===== config.mk =====
export PLATFORM = sky130hd
export DESIGN_NAME = voxel_face_mesher_with_occlusion
export DESIGN_NICKNAME = d
export VERILOG_FILES = /design/src/sv/vfm_pkg.sv /design/src/sv/vfm_front.sv /design/src/sv/vfm_queue.sv /design/src/sv/vfm_back.sv /design/src/sv/voxel_face_mesher_with_occlusion.sv
export VERILOG_INCLUDE_DIRS = /design/src /design/src/sv
export SDC_FILE = /design/constraint.sdc
export NUM_CORES = 1
export LEC_CHECK = 0
export ABC_AREA = 1
export BUFFER_PORTS_ARGS = -buffer_cell sky130_fd_sc_hd__clkbuf_2
export CORE_ASPECT_RATIO = 0.6
export CORE_MARGIN = 3
export CORE_UTILIZATION = 50
export CTS_BUF_LIST = sky130_fd_sc_hd__clkbuf_4 sky130_fd_sc_hd__clkbuf_8
export CTS_CLUSTER_DIAMETER = 200
export DETAILED_ROUTE_END_ITERATION = 10
export PLACE_DENSITY = 0.71
export SLEW_MARGIN = 5
export SYNTH_ARGS = -nofsm -noshare
export SYNTH_HDL_FRONTEND = slang
export SYNTH_SLANG_ARGS = --single-unit

===== constraint.sdc =====
create_clock -name i_clk -period 7 [get_ports i_clk]
set_input_delay 1.05 -clock i_clk [delete_from_list [all_inputs] [get_ports i_clk]]
set_output_delay 1.05 -clock i_clk [all_outputs]
set_load 0.05 [all_outputs]

===== src/sv/voxel_face_mesher_with_occlusion_defines.svh =====
// Assertion macros used by the voxel face mesher back end.
`ifndef VOXEL_FACE_MESHER_WITH_OCCLUSION_DEFINES_SVH
`define VOXEL_FACE_MESHER_WITH_OCCLUSION_DEFINES_SVH

// Same-cycle implication, disabled during reset.
`define VFM_ASSERT_IMPL(label, ante, cons, msg) \
    label: assert property (@(posedge i_clk) disable iff (!i_rst_n) (ante) |-> (cons)) \
        else $error(msg);

// Next-cycle implication, disabled during reset.
`define VFM_ASSERT_NEXT(label, ante, cons, msg) \
    label: assert property (@(posedge i_clk) disable iff (!i_rst_n) (ante) |=> (cons)) \
        else $error(msg);

`endif


===== src/sv/vfm_pkg.sv =====
// Types, constants and face tables for the voxel face mesher.
`default_nettype none
package vfm_pkg;

    localparam int CHUNK_EDGE     = 16;
    localparam int NUM_FACES      = 6;
    localparam int VERTS_PER_FACE = 6;
    localparam int CENTER_BIT     = 13;
    localparam int QDEPTH         = 2;
    localparam int QPTR_W         = (QDEPTH > 1) ? $clog2(QDEPTH) : 1;
    localparam int QCNT_W         = $clog2(QDEPTH + 1);

    localparam logic [2:0] VTX_LAST = 3'(VERTS_PER_FACE - 1);

    typedef logic [5:0][3:0][1:0] t_occ;

    typedef struct packed {
        logic [3:0] px;
        logic [3:0] py;
        logic [3:0] pz;
        logic [5:0] mask;
        t_occ       occ;
    } t_desc;

    // Per face: neighbor bit, edges A, B, C, D, then diagonals of corners 1..4.
    localparam logic [4:0] FACE_BITS [NUM_FACES][9] = '{
        '{5'd4,  5'd3,  5'd1,  5'd5,  5'd7,  5'd0,  5'd2,  5'd8,  5'd6},
        '{5'd22, 5'd21, 5'd19, 5'd23, 5'd25, 5'd18, 5'd20, 5'd26, 5'd24},
        '{5'd10, 5'd9,  5'd1,  5'd11, 5'd19, 5'd0,  5'd2,  5'd20, 5'd18},
        '{5'd16, 5'd15, 5'd7,  5'd17, 5'd25, 5'd6,  5'd8,  5'd26, 5'd24},
        '{5'd12, 5'd9,  5'd3,  5'd15, 5'd21, 5'd0,  5'd6,  5'd24, 5'd18},
        '{5'd14, 5'd11, 5'd5,  5'd17, 5'd23, 5'd2,  5'd8,  5'd26, 5'd20}
    };

    // Vertex entry: {dx, dy, dz, u, v, corner[1:0]}.
    localparam logic [6:0] FACE_VERTS [NUM_FACES][VERTS_PER_FACE] = '{
        '{7'b000_00_00, 7'b100_10_01, 7'b010_01_11,
          7'b100_10_01, 7'b110_11_10, 7'b010_01_11},
        '{7'b011_00_11, 7'b111_10_10, 7'b001_01_00,
          7'b111_10_10, 7'b101_11_01, 7'b001_01_00},
        '{7'b001_00_11, 7'b101_10_10, 7'b000_01_00,
          7'b101_10_10, 7'b100_11_01, 7'b000_01_00},
        '{7'b010_00_00, 7'b110_10_01, 7'b011_01_11,
          7'b110_10_01, 7'b111_11_10, 7'b011_01_11},
        '{7'b000_01_00, 7'b010_00_01, 7'b001_11_11,
          7'b010_00_01, 7'b011_10_10, 7'b001_11_11},
        '{7'b101_01_11, 7'b111_00_10, 7'b100_11_00,
          7'b111_00_10, 7'b110_10_01, 7'b100_11_00}
    };

    // Position reduced into the chunk by repeated subtraction.
    function automatic logic [3:0] chunk_wrap(input logic [3:0] p);
        logic [6:0] r;
        r = {3'b000, p};
        for (int k = 0; k < 8; k++) begin
            if (r >= 7'(CHUNK_EDGE)) begin
                r = r - 7'(CHUNK_EDGE);
            end
        end
        return r[3:0];
    endfunction

endpackage
`default_nettype wire


===== src/sv/vfm_front.sv =====
// Front end: accepts voxels, finds exposed faces and corner occlusion levels.
`default_nettype none
module vfm_front
    import vfm_pkg::*;
(
    input  wire logic        i_valid,
    output logic             o_ready,
    input  wire logic [3:0]  i_local_x,
    input  wire logic [3:0]  i_local_y,
    input  wire logic [3:0]  i_local_z,
    input  wire logic [26:0] i_neighborhood,
    input  wire logic        i_full,
    output logic             o_push,
    output t_desc            o_desc
);

    t_desc w_desc;

    always_comb begin
        logic       ea, eb, ec, ed;
        logic [1:0] lvl [4];
        w_desc    = '0;
        w_desc.px = chunk_wrap(i_local_x);
        w_desc.py = chunk_wrap(i_local_y);
        w_desc.pz = chunk_wrap(i_local_z);
        for (int f = 0; f < NUM_FACES; f++) begin
            w_desc.mask[f] = i_neighborhood[CENTER_BIT] & ~i_neighborhood[FACE_BITS[f][0]];
            ea     = i_neighborhood[FACE_BITS[f][1]];
            eb     = i_neighborhood[FACE_BITS[f][2]];
            ec     = i_neighborhood[FACE_BITS[f][3]];
            ed     = i_neighborhood[FACE_BITS[f][4]];
            lvl[0] = {1'b0, ea} + {1'b0, eb};
            lvl[1] = {1'b0, eb} + {1'b0, ec};
            lvl[2] = {1'b0, ec} + {1'b0, ed};
            lvl[3] = {1'b0, ed} + {1'b0, ea};
            for (int c = 0; c < 4; c++) begin
                if (lvl[c] < 2'd2 && i_neighborhood[FACE_BITS[f][5 + c]]) begin
                    lvl[c] = lvl[c] + 2'd1;
                end
                w_desc.occ[f][c] = lvl[c];
            end
        end
    end

    // Voxels with no exposed face are consumed here and never queued.
    assign o_ready = ~i_full;
    assign o_push  = i_valid & ~i_full & (|w_desc.mask);
    assign o_desc  = w_desc;

endmodule
`default_nettype wire


===== src/sv/vfm_queue.sv =====
// Short descriptor queue between the front end and the vertex sequencer.
`default_nettype none
module vfm_queue
    import vfm_pkg::*;
(
    input  wire logic  i_clk,
    input  wire logic  i_rst_n,
    input  wire logic  i_push,
    input  wire t_desc i_wdata,
    output logic       o_full,
    input  wire logic  i_pop,
    output t_desc      o_rdata,
    output logic       o_empty
);

    t_desc              r_mem [QDEPTH];
    logic [QPTR_W-1:0]  r_wptr;
    logic [QPTR_W-1:0]  r_rptr;
    logic [QCNT_W-1:0]  r_count;

    function automatic logic [QPTR_W-1:0] ptr_inc(input logic [QPTR_W-1:0] p);
        return (p == QPTR_W'(QDEPTH - 1)) ? '0 : p + 1'b1;
    endfunction

    always_ff @(posedge i_clk) begin
        if (!i_rst_n) begin
            r_wptr  <= '0;
            r_rptr  <= '0;
            r_count <= '0;
        end else begin
            if (i_push) begin
                r_mem[r_wptr] <= i_wdata;
                r_wptr        <= ptr_inc(r_wptr);
            end
            if (i_pop) begin
                r_rptr <= ptr_inc(r_rptr);
            end
            unique case ({i_push, i_pop})
                2'b10:   r_count <= r_count + 1'b1;
                2'b01:   r_count <= r_count - 1'b1;
                default: r_count <= r_count;
            endcase
        end
    end

    assign o_rdata = r_mem[r_rptr];
    assign o_empty = (r_count == '0);
    assign o_full  = (r_count == QCNT_W'(QDEPTH));

endmodule
`default_nettype wire


===== src/sv/vfm_back.sv =====
// Back end: walks exposed faces and emits six vertices per face.
`default_nettype none
`include "voxel_face_mesher_with_occlusion_defines.svh"
module vfm_back
    import vfm_pkg::*;
(
    input  wire logic  i_clk,
    input  wire logic  i_rst_n,
    input  wire logic  i_empty,
    input  wire t_desc i_desc,
    output logic       o_pop,
    output logic       o_valid,
    input  wire logic  i_ready,
    output logic [4:0] o_vertex_x,
    output logic [4:0] o_vertex_y,
    output logic [4:0] o_vertex_z,
    output logic       o_tex_u,
    output logic       o_tex_v,
    output logic [1:0] o_occlusion,
    output logic [2:0] o_face,
    output logic       o_last
);

    logic       r_busy;
    t_desc      r_desc;
    logic [2:0] r_face;
    logic [2:0] r_vtx;
    logic       r_out_valid;

    logic       w_adv;
    logic       w_is_last;
    logic       w_load;
    logic [3:0] w_next;
    logic [3:0] w_first;
    logic [6:0] w_vert;

    // {found, index} of the lowest set mask bit at or above start.
    function automatic logic [3:0] find_face(input logic [5:0] mask, input logic [2:0] start);
        logic [3:0] res;
        res = '0;
        for (int i = NUM_FACES - 1; i >= 0; i--) begin
            if (mask[i] && 3'(i) >= start) begin
                res = {1'b1, 3'(i)};
            end
        end
        return res;
    endfunction

    assign w_vert    = FACE_VERTS[r_face][r_vtx];
    assign w_next    = find_face(r_desc.mask, r_face + 3'd1);
    assign w_first   = find_face(i_desc.mask, 3'd0);
    assign w_adv     = r_busy & (~r_out_valid | i_ready);
    assign w_is_last = (r_vtx == VTX_LAST) & ~w_next[3];
    assign w_load    = ~i_empty & (~r_busy | (w_adv & w_is_last));
    assign o_pop     = w_load;

    always_ff @(posedge i_clk) begin
        if (!i_rst_n) begin
            r_busy      <= 1'b0;
            r_out_valid <= 1'b0;
        end else begin
            if (w_adv) begin
                r_out_valid <= 1'b1;
                o_vertex_x  <= {1'b0, r_desc.px} + {4'b0000, w_vert[6]};
                o_vertex_y  <= {1'b0, r_desc.py} + {4'b0000, w_vert[5]};
                o_vertex_z  <= {1'b0, r_desc.pz} + {4'b0000, w_vert[4]};
                o_tex_u     <= w_vert[3];
                o_tex_v     <= w_vert[2];
                o_occlusion <= r_desc.occ[r_face][w_vert[1:0]];
                o_face      <= r_face;
                o_last      <= w_is_last;
            end else if (i_ready) begin
                r_out_valid <= 1'b0;
            end

            if (w_load) begin
                r_busy <= 1'b1;
                r_desc <= i_desc;
                r_face <= w_first[2:0];
                r_vtx  <= '0;
            end else if (w_adv) begin
                if (r_vtx == VTX_LAST) begin
                    if (w_next[3]) begin
                        r_face <= w_next[2:0];
                        r_vtx  <= '0;
                    end else begin
                        r_busy <= 1'b0;
                    end
                end else begin
                    r_vtx <= r_vtx + 3'd1;
                end
            end
        end
    end

    assign o_valid = r_out_valid;

    `VFM_ASSERT_IMPL(a_face_exposed, r_busy, r_desc.mask[r_face], "current face not exposed")
    `VFM_ASSERT_IMPL(a_walk_range, r_busy, (r_face < 3'(NUM_FACES)) && (r_vtx <= VTX_LAST), "face or vertex out of range")
    `VFM_ASSERT_NEXT(a_continue, w_adv && !w_is_last, r_busy, "sequencer dropped a voxel early")
    `VFM_ASSERT_NEXT(a_reload, w_adv && w_is_last, r_busy == $past(!i_empty), "missed queued voxel")

endmodule
`default_nettype wire


===== src/sv/voxel_face_mesher_with_occlusion.sv =====
// Top level of the voxel face mesher with corner occlusion.
// Input channel: i_valid/o_ready with one voxel per item (local position and
// 27-bit solid map of its 3x3x3 neighborhood, bit (dz+1)*9+(dy+1)*3+(dx+1)).
// Output channel: o_valid/i_ready with one vertex per item; o_last marks the
// final vertex of a voxel. Six vertices per exposed face, faces in order
// -z, +z, -y, +y, -x, +x, so a voxel yields 0 to 36 items.
// Throughput: one vertex per cycle from the single output register while the
// receiver is ready; voxels that yield nothing are consumed by the front end
// and never queued. When the sequencer is idle, an accepted voxel passes
// through the queue and the sequencer's descriptor register to the output
// register. A two-entry queue decouples acceptance from vertex output, and
// the next voxel is loaded in the cycle its predecessor's last vertex enters
// the output register, so voxels follow each other with no gap.
// Reset (synchronous, active low) empties the queue and the output register.
// When the receiver stalls the current vertex holds; o_ready drops only once
// the queue is full.
`default_nettype none
module voxel_face_mesher_with_occlusion
    import vfm_pkg::*;
(
    input  wire logic        i_clk,
    input  wire logic        i_rst_n,
    input  wire logic        i_valid,
    output logic             o_ready,
    input  wire logic [3:0]  i_local_x,
    input  wire logic [3:0]  i_local_y,
    input  wire logic [3:0]  i_local_z,
    input  wire logic [26:0] i_neighborhood,
    output logic             o_valid,
    input  wire logic        i_ready,
    output logic [4:0]       o_vertex_x,
    output logic [4:0]       o_vertex_y,
    output logic [4:0]       o_vertex_z,
    output logic             o_tex_u,
    output logic             o_tex_v,
    output logic [1:0]       o_occlusion,
    output logic [2:0]       o_face,
    output logic             o_last
);

    logic  w_push;
    logic  w_pop;
    logic  w_full;
    logic  w_empty;
    t_desc w_wdesc;
    t_desc w_rdesc;

    vfm_front u_front (
        .i_valid        (i_valid),
        .o_ready        (o_ready),
        .i_local_x      (i_local_x),
        .i_local_y      (i_local_y),
        .i_local_z      (i_local_z),
        .i_neighborhood (i_neighborhood),
        .i_full         (w_full),
        .o_push         (w_push),
        .o_desc         (w_wdesc)
    );

    vfm_queue u_queue (
        .i_clk   (i_clk),
        .i_rst_n (i_rst_n),
        .i_push  (w_push),
        .i_wdata (w_wdesc),
        .o_full  (w_full),
        .i_pop   (w_pop),
        .o_rdata (w_rdesc),
        .o_empty (w_empty)
    );

    vfm_back u_back (
        .i_clk       (i_clk),
        .i_rst_n     (i_rst_n),
        .i_empty     (w_empty),
        .i_desc      (w_rdesc),
        .o_pop       (w_pop),
        .o_valid     (o_valid),
        .i_ready     (i_ready),
        .o_vertex_x  (o_vertex_x),
        .o_vertex_y  (o_vertex_y),
        .o_vertex_z  (o_vertex_z),
        .o_tex_u     (o_tex_u),
        .o_tex_v     (o_tex_v),
        .o_occlusion (o_occlusion),
        .o_face      (o_face),
        .o_last      (o_last)
    );

endmodule
`default_nettype wire


# [After elaboration in Yosys (flattened, before gate mapping)]
# Memories as Yosys holds them, arrays and structs flattened. A register that Yosys moved wholly into a read port is not among the register bits.
# Cells that the tools add are included.
[classes] n_addsub=57 multipliers=0 n_div=0 magnitude_cmp=34 n_eq_ne=6 shift=0 muxes=66 bitwise=27 reduce_logical=42
[op_table] cell="42-bit 2-to-1 mux" n=2
[op_table] cell="2-bit by 1-bit adder with 2-bit output (second input constant)" n=25
[op_table] cell="2-bit 2-to-1 mux" n=25
[op_table] cell="1-bit by 1-bit adder with 2-bit output" n=24
[op_table] cell="2-bit less-than comparator (second input constant)" n=24
[op_table] cell="3-bit 2-to-1 mux" n=13
[op_table] cell="1-bit logical AND" n=30
[op_table] cell="8-bit binary-select mux with 3-bit select" n=1
[op_table] cell="4-bit 2-to-1 mux" n=6
[op_table] cell="7-bit binary-select mux with 3-bit select" n=1
[op_table] cell="4-bit by 1-bit adder with 5-bit output" n=3
[op_table] cell="7-bit 2-to-1 mux" n=2
[op_table] cell="1-bit 2-to-1 mux" n=13
[op_table] cell="1-bit bitwise AND" n=12
[op_table] cell="1-bit inverter" n=11
[op_table] cell="2-bit nonzero test" n=5
[op_table] cell="4-bit >= comparator (second input constant)" n=2
[op_table] cell="8-bit 2-to-1 mux" n=1
[op_table] cell="3-bit inverter with 4-bit output" n=2
[op_table] cell="3-bit by 1-bit adder with 3-bit output (second input constant)" n=2
[op_table] cell="1-bit by 3-bit >= comparator with 1-bit output (first input constant)" n=2
[op_table] cell="2-bit by 3-bit >= comparator with 1-bit output (first input constant)" n=2
[op_table] cell="3-bit >= comparator (first input constant)" n=2
[op_table] cell="3-bit AND reduction" n=2
[op_table] cell="other kinds (16)" n=20
[totals] regBits=101 latchBits=0 mem_bits_rw=132 mem_bits_ro=336 inputBits=43 out_inout_bits=25 elab_cells=277 memories=2
[memory_table] name="(no name shown)" words=8 word_bits=42 rd=1 rd_ports_with_merged_regs=0 write_ports=0 line_no="vfm_back.sv:49" rtl="assign w_vert = FACE_VERTS[r_face][r_vtx];"
[memory_table] name="u_queue.r_mem" words=2 word_bits=66 rd=1 rd_ports_with_merged_regs=1 write_ports=1 line_no="vfm_queue.sv:16" rtl="t_desc r_mem [QDEPTH];"

# [Logic depth before layout (Yosys ltp)]
[logic_depth] word_depth=16 depth_mapped=20 ltp_nobuf=18

# [Cells and area by module]
# A second synthesis with hierarchy kept.
[unflattened] cells_unflattened=786 area_unflattened_um2=10754.1
[modules_own_cells] module="vfm_queue" n_inst=1 cells_per_inst=239 area_each_um2=5153.7 seq_area_each_um2=4063.9
[modules_own_cells] module="vfm_back" n_inst=1 cells_per_inst=357 area_each_um2=4239.1 seq_area_each_um2=2892.8
[modules_own_cells] module="vfm_front" n_inst=1 cells_per_inst=190 area_each_um2=1361.3 seq_area_each_um2=0.0

# [Least setup slack after synthesis]
# Ideal clock, no wire load.
[synth_timing] kind="input port to flip-flop" startpoint="input i_neighborhood[13]" endpoint="memory u_queue.r_mem[1][0] (netlist name) (enable)" setup_ns=0.571 arrival_ns=6.046 t_required_ns=6.429 path_slack_ns=0.383 stages=6 n_path_buf=0 path_cell_list="inv_1 -> nor2_1 -> nor4_1 -> nor2_1 -> nand2_1 -> nor3_1"
[synth_rtl] item="from (decl)" line_no="voxel_face_mesher_with_occlusion.sv:28" rtl="input wire logic [26:0] i_neighborhood,"
[synth_rtl] item="to (decl)" line_no="vfm_queue.sv:16"

# [Final worst setup path]
[layout_timing] startpoint="register u_back.r_face[0]" endpoint="register u_back.r_desc[6] (netlist name) (enable)"
[layout_via] elab_chain_len=15 word_cells_on_any_way=25 cone_classes="1 x add/sub; 6 x order compare; 6 x mux; 5 x bitwise; 7 x reduce/logical"
[layout_lines] item="from (decl)" line_no="vfm_back.sv:26" rtl="logic [2:0] r_face;"
[layout_lines] item="from (signal assigned)" line_no="vfm_back.sv:79" rtl="r_face <= w_first[2:0];"
[layout_lines] item="from (signal assigned)" line_no="vfm_back.sv:84" rtl="r_face <= w_next[2:0];"
[layout_lines] item="3-bit by 1-bit adder with 3-bit output *" line_no="vfm_back.sv:50" rtl="assign w_next = find_face(r_desc.mask, r_face + 3'd1);"
[layout_lines] item="3-bit >= comparator" line_no="vfm_back.sv:42" rtl="if (mask[i] && 3'(i) >= start) begin"
[layout_lines] item="1-bit logical AND" line_no="vfm_back.sv:42"
[layout_lines] item="4-bit 2-to-1 mux (5 in series)" line_no="vfm_back.sv:42"
[layout_lines] item="4-bit 2-to-1 mux *" line_no="vfm_back.sv:42"
[layout_lines] item="1-bit inverter *" line_no="vfm_back.sv:53" rtl="assign w_is_last = (r_vtx == VTX_LAST) & ~w_next[3];"
[layout_lines] item="1-bit bitwise AND *" line_no="vfm_back.sv:53"
[layout_lines] item="1-bit bitwise AND *" line_no="vfm_back.sv:54" rtl="assign w_load = ~i_empty & (~r_busy | (w_adv & w_is_last));"
[layout_lines] item="1-bit OR *" line_no="vfm_back.sv:54"
[layout_lines] item="1-bit bitwise AND *" line_no="vfm_back.sv:54"
[layout_lines] item="2-bit AND reduction (no source line) *"
[layout_lines] item="to (signal assigned)" line_no="vfm_back.sv:78" rtl="r_desc <= i_desc;"
[layout_lines] item="to (decl)" line_no="vfm_back.sv:25" rtl="t_desc r_desc;"
# Every way passes the cells marked *; elsewhere a longest branch is shown, timed or not.
# A chain may end at the register's enable or synchronous reset.

==> results.txt <==
----------------------------------------------------
[Status]
  Status ... completed

[Worst setup path]
  Setup CP Type ... reg -> reg
  Critical Path Most Common Cell ... sky130_fd_sc_hd__nand2_1
  Kind of cell adding the most delay to the critical path ... simple AND/OR/NAND/NOR gates
  Source of the worst register-to-register timing path ... u_back.r_face[0]
  Origin of the worst setup path ... u_back.r_face[0]
  Series of cell instances along the critical path ... inv_2, ha_1, inv_1, nand2_1, nand2_1, nand3_1, nand2_1, nor2_2, nand4_2, nand2_4, nand2_4, nor2_4, buf_4
  Startpoint kind of the worst setup timing path ... flop
  CP peak stage delay ... around 0.95 ns
  Total buffers and inverters traversed by the critical path ... 3
  Data required time at the worst endpoint ... about 7 ns
  Nature of the critical path endpoint ... flop
  Arrival time at the worst endpoint ... approximately 4.3 ns
  Highest net fanout along the worst path ... 40
  Library cell contributing the largest single delay on the critical path ... sky130_fd_sc_hd__edfxtp_1

[Yosys]
  Net count after synthesis ... between 1000 and 1500
  Synthesized cell area ... between 10000 and 15000 um2
  Complex-gate fraction of the synthesized area ... 4.76%
  Distinct cell type count after synthesis ... 30
  Synth warn ... 0
  Synth Register Bits ... 234
  Post-synthesis share of cell area spent on xor and xnor gates ... ~2.6%
  Dominant combinational cell family by area after synthesis ... simple AND/OR/NAND/NOR gates
  Portion of synthesized cell area occupied by the leading cell type ... between 60% and 70%
  Share of cell area taken by muxes after synthesis ... 0%
  Post-Synth Adder-Cell Area ... under 10%
  Seq/Total Area, Yosys ... approximately two thirds
  Post-synthesis cell count ... roughly 900
  Post-synth top area cell ... sky130_fd_sc_hd__edfxtp_1
  Top post-synthesis cells by area ... sky130_fd_sc_hd__edfxtp_1 65%, sky130_fd_sc_hd__nand2_1 9.5%, sky130_fd_sc_hd__ha_1 7.7%
  Synth Area per Inst ... approximately 12 um2
  Basic-gate share of the synthesized area counting and, or, nand and nor cells ... between 10% and 20%

[Floorplan]
  Floorplan die area ... roughly 23000 um2
  Core ar. ... 20200 um2
  Die X ... about 190 um
  Starting Density ... roughly 50%
  Die H ... about 120 um
  Floorplan row count ... 40
  Number of primary I/O pins ... 68

[STA]
  Unrepaired setup endpoints after global routing ... false
  Hold violation count in the final report ... 0
  Worst Hold Slack ... roughly 0.46 ns
  Sum Neg Setup Slack ... 0 ns
  Count of final max-slew check failures ... 0
  Worst Clk Skew ... between 0.02 and 0.025 ns
  Slew Limit Headroom ... a little under two fifths
  Actual transition at the worst max-transition pin ... about 0.93 ns
  Final setup violation count ... 0
  Achievable clock frequency ... approximately 240 MHz
  Worst setup slack after layout ... approximately 2.8 ns
  Crit share post-route ... ~60%
  Post-layout min period ... between 4 and 5 ns

[Drt]
  Wire per inst ... around 16 um
  Via Count ... roughly 6300
  Iter 0 DRT Violations ... roughly 560
  Detailed-routing iteration count for the pre-antenna-repair pass ... 4
  Via count normalized by instance count ... a little under 5
  Final routed wirelength across all metal layers ... 19900 um
  Post-route ant nets ... 0
  DRC Markers ... 0

[Clocking]
  Clock insertion delay at the later pin of the skew report ... ~0.5 ns
  Root buffer selected by CTS ... sky130_fd_sc_hd__clkbuf_8
  Total number of clock tree sinks ... 234
  Clock H-tree levels ... 2
  TritonCTS clock tree ... yes
  Clock slew seen by the registers of the worst setup and hold paths ... 0.06 ns
  Clock buffer count from CTS ... 35
  Setup repair bufs after CTS ... 0
  Post-cts gate resize count ... 0
  Maximum buffer depth of the clock tree ... 3
  Hold buffers post-CTS ... 0

[Cells and area]
  Number of antenna repair diodes ... 0
  Syn-to-layout area delta ... 11.9%
  Top library cells by usage in the layout, fill and taps aside ... 264 x sky130_fd_sc_hd__nand2_1, 227 x sky130_fd_sc_hd__edfxtp_1, 76 x sky130_fd_sc_hd__inv_1
  Fill cell total of the finished layout ... 1700
  Area taken by multi-input logic gates ... about 3100 um2
  Share of final-layout standard cells stronger than drive strength 1 ... between 10% and 20%
  Final standard cell area without fillers ... 11700 um2
  Final nets ... between 1000 and 1500
  Most common cell after layout, fill and taps aside ... sky130_fd_sc_hd__nand2_1
  Area taken by flip-flops and latches ... ~7000 um2

[GRT]
  Antenna violations before repair ... 0
  Pin count of the biggest net entering global routing ... 68
  Remaining Overflow, GRT ... 0
  Total GRT Usage ... 17.8%
  Via count of the first global-routing pass ... approximately 5600
  First-pass GRT wire length ... approximately 31000 um

[Power and ir drop]
  Overall power ... between 4 and 5 mW
  Power density of the placed cells ... about 370 nW/um2
  Peak supply drop ... 0.184 mV
  Leak Pwr ... between 4 and 5 nW

[Min path]
  Hold Crit Start ... u_queue.r_wptr
  Classification of the worst-slack hold path ... reg -> reg

[Placement]
  Post-Place Cell Area ... 11100 um2
  DPL Wire Length ... between 10000 and 15000 um
  Routability congestion estimate from global placement ... between 0.8 and 0.9
  Count of port buffers added during placement ... 67
  Setup Slack @ Placement ... approximately 2.8 ns

[Job]
  Number of maximum-capacitance violations ... 0

----------------------------------------------------
==> layout make-up <==
type                       count  share of cell area [%]
tap                          273                    2.93
inverter                      82                    2.64
timing repair buffer          72                    3.20
clock buffer                  43                    4.65
multi-input combinational    558                    26.4
sequential                   234                    59.7
clock inverter                14                   0.504
==> where the power goes <==
part           internal (mW)  switching, mW
logic                  0.371          0.935
clock network          0.505          0.478
registers               1.90          0.122
total                   2.78           1.53
==> per-stage QoR <==
| stage | std cells | util [%] |
|---|---|---|
| finish | 1276 | 57.7 |
| global route | 1276 | 57.7 |
| CTS | 1276 | 57.7 |
| detailed placement | 1219 | 54.7 |
| global placement | 1219 | 54.7 |
| floorplan | 897 | - |
==> flip-flops by register name (all words and copies together), names as in the netlist, 3 cells and up, named ones only <==
register	cells
u_queue.r_mem	132
u_back.r_desc	66
u_back.o_vertex_x	5
u_back.o_vertex_y	5
u_back.o_vertex_z	5
u_back.o_face	3
u_back.r_face	3
u_back.r_vtx	3
==> routing by layer <==
metal	up-vias	track usage, %	part of all wire (%)
met3	18	2.95	7.9
met2	213	22.9	38
met1	2890	31.0	53
met5	-	0	0
li1	3188	-	-
met4	0	3.59	1.0
==> synthesized netlist by cell type <==
cell / number
sky130_fd_sc_hd__xnor2_1: 25
sky130_fd_sc_hd__or2_2: 5
sky130_fd_sc_hd__nand4_1: 1
sky130_fd_sc_hd__inv_1: 77
sky130_fd_sc_hd__nor2_4: 1
sky130_fd_sc_hd__a21oi_1: 16
sky130_fd_sc_hd__ha_1: 64
sky130_fd_sc_hd__edfxtp_1: 227
sky130_fd_sc_hd__o211ai_1: 8
sky130_fd_sc_hd__buf_2: 6
sky130_fd_sc_hd__nor3_1: 4
sky130_fd_sc_hd__nor2_2: 3
sky130_fd_sc_hd__nor2_1: 67
sky130_fd_sc_hd__dfxtp_1: 7
sky130_fd_sc_hd__buf_1: 2
sky130_fd_sc_hd__o21ai_0: 61
sky130_fd_sc_hd__nand2_4: 4
sky130_fd_sc_hd__nor4_1: 1
sky130_fd_sc_hd__nand3_1: 18
sky130_fd_sc_hd__nand2_1: 264
sky130_fd_sc_hd__a31oi_1: 1
sky130_fd_sc_hd__clkinv_1: 1
sky130_fd_sc_hd__nand4_2: 1
sky130_fd_sc_hd__nand2_2: 1
sky130_fd_sc_hd__inv_2: 4
sky130_fd_sc_hd__o21ai_1: 1
sky130_fd_sc_hd__xor2_1: 6
sky130_fd_sc_hd__a21boi_0: 1
sky130_fd_sc_hd__o22ai_1: 5
sky130_fd_sc_hd__clkbuf_1: 15
==> worst paths after layout <==
| kind | endpoint | slack (ns) | depth (start not counted) |
|---|---|---|---|
| hold reg to reg | u_queue.r_wptr | 0.46 | 2 |
| hold / removal | u_queue.r_wptr | 0.46 | 2 |
| setup reg to reg | u_back.r_desc[6] | 2.83 | 13 |
| setup / recovery | u_back.r_desc[6] | 2.83 | 13 |
==> cell families after synthesis <==
kind of cell               Yosys count
and+or+nand+nor                    370
DFF                                234
buffers and inverters              105
AOI/OAI and AO/OA                   93
adders and majority gates           64
xor gates and xnor gates            31
==> worst register-to-register path, delay by kind of cell (launching register included) <==
family                     cells  cell delay [ns]
and+or+nand+nor                9             1.37
DFF                            1             0.95
buffers and inverters          3             1.02
adders and majority gates      1             0.45
No activity file was read; power rests on OpenSTA's default activity.
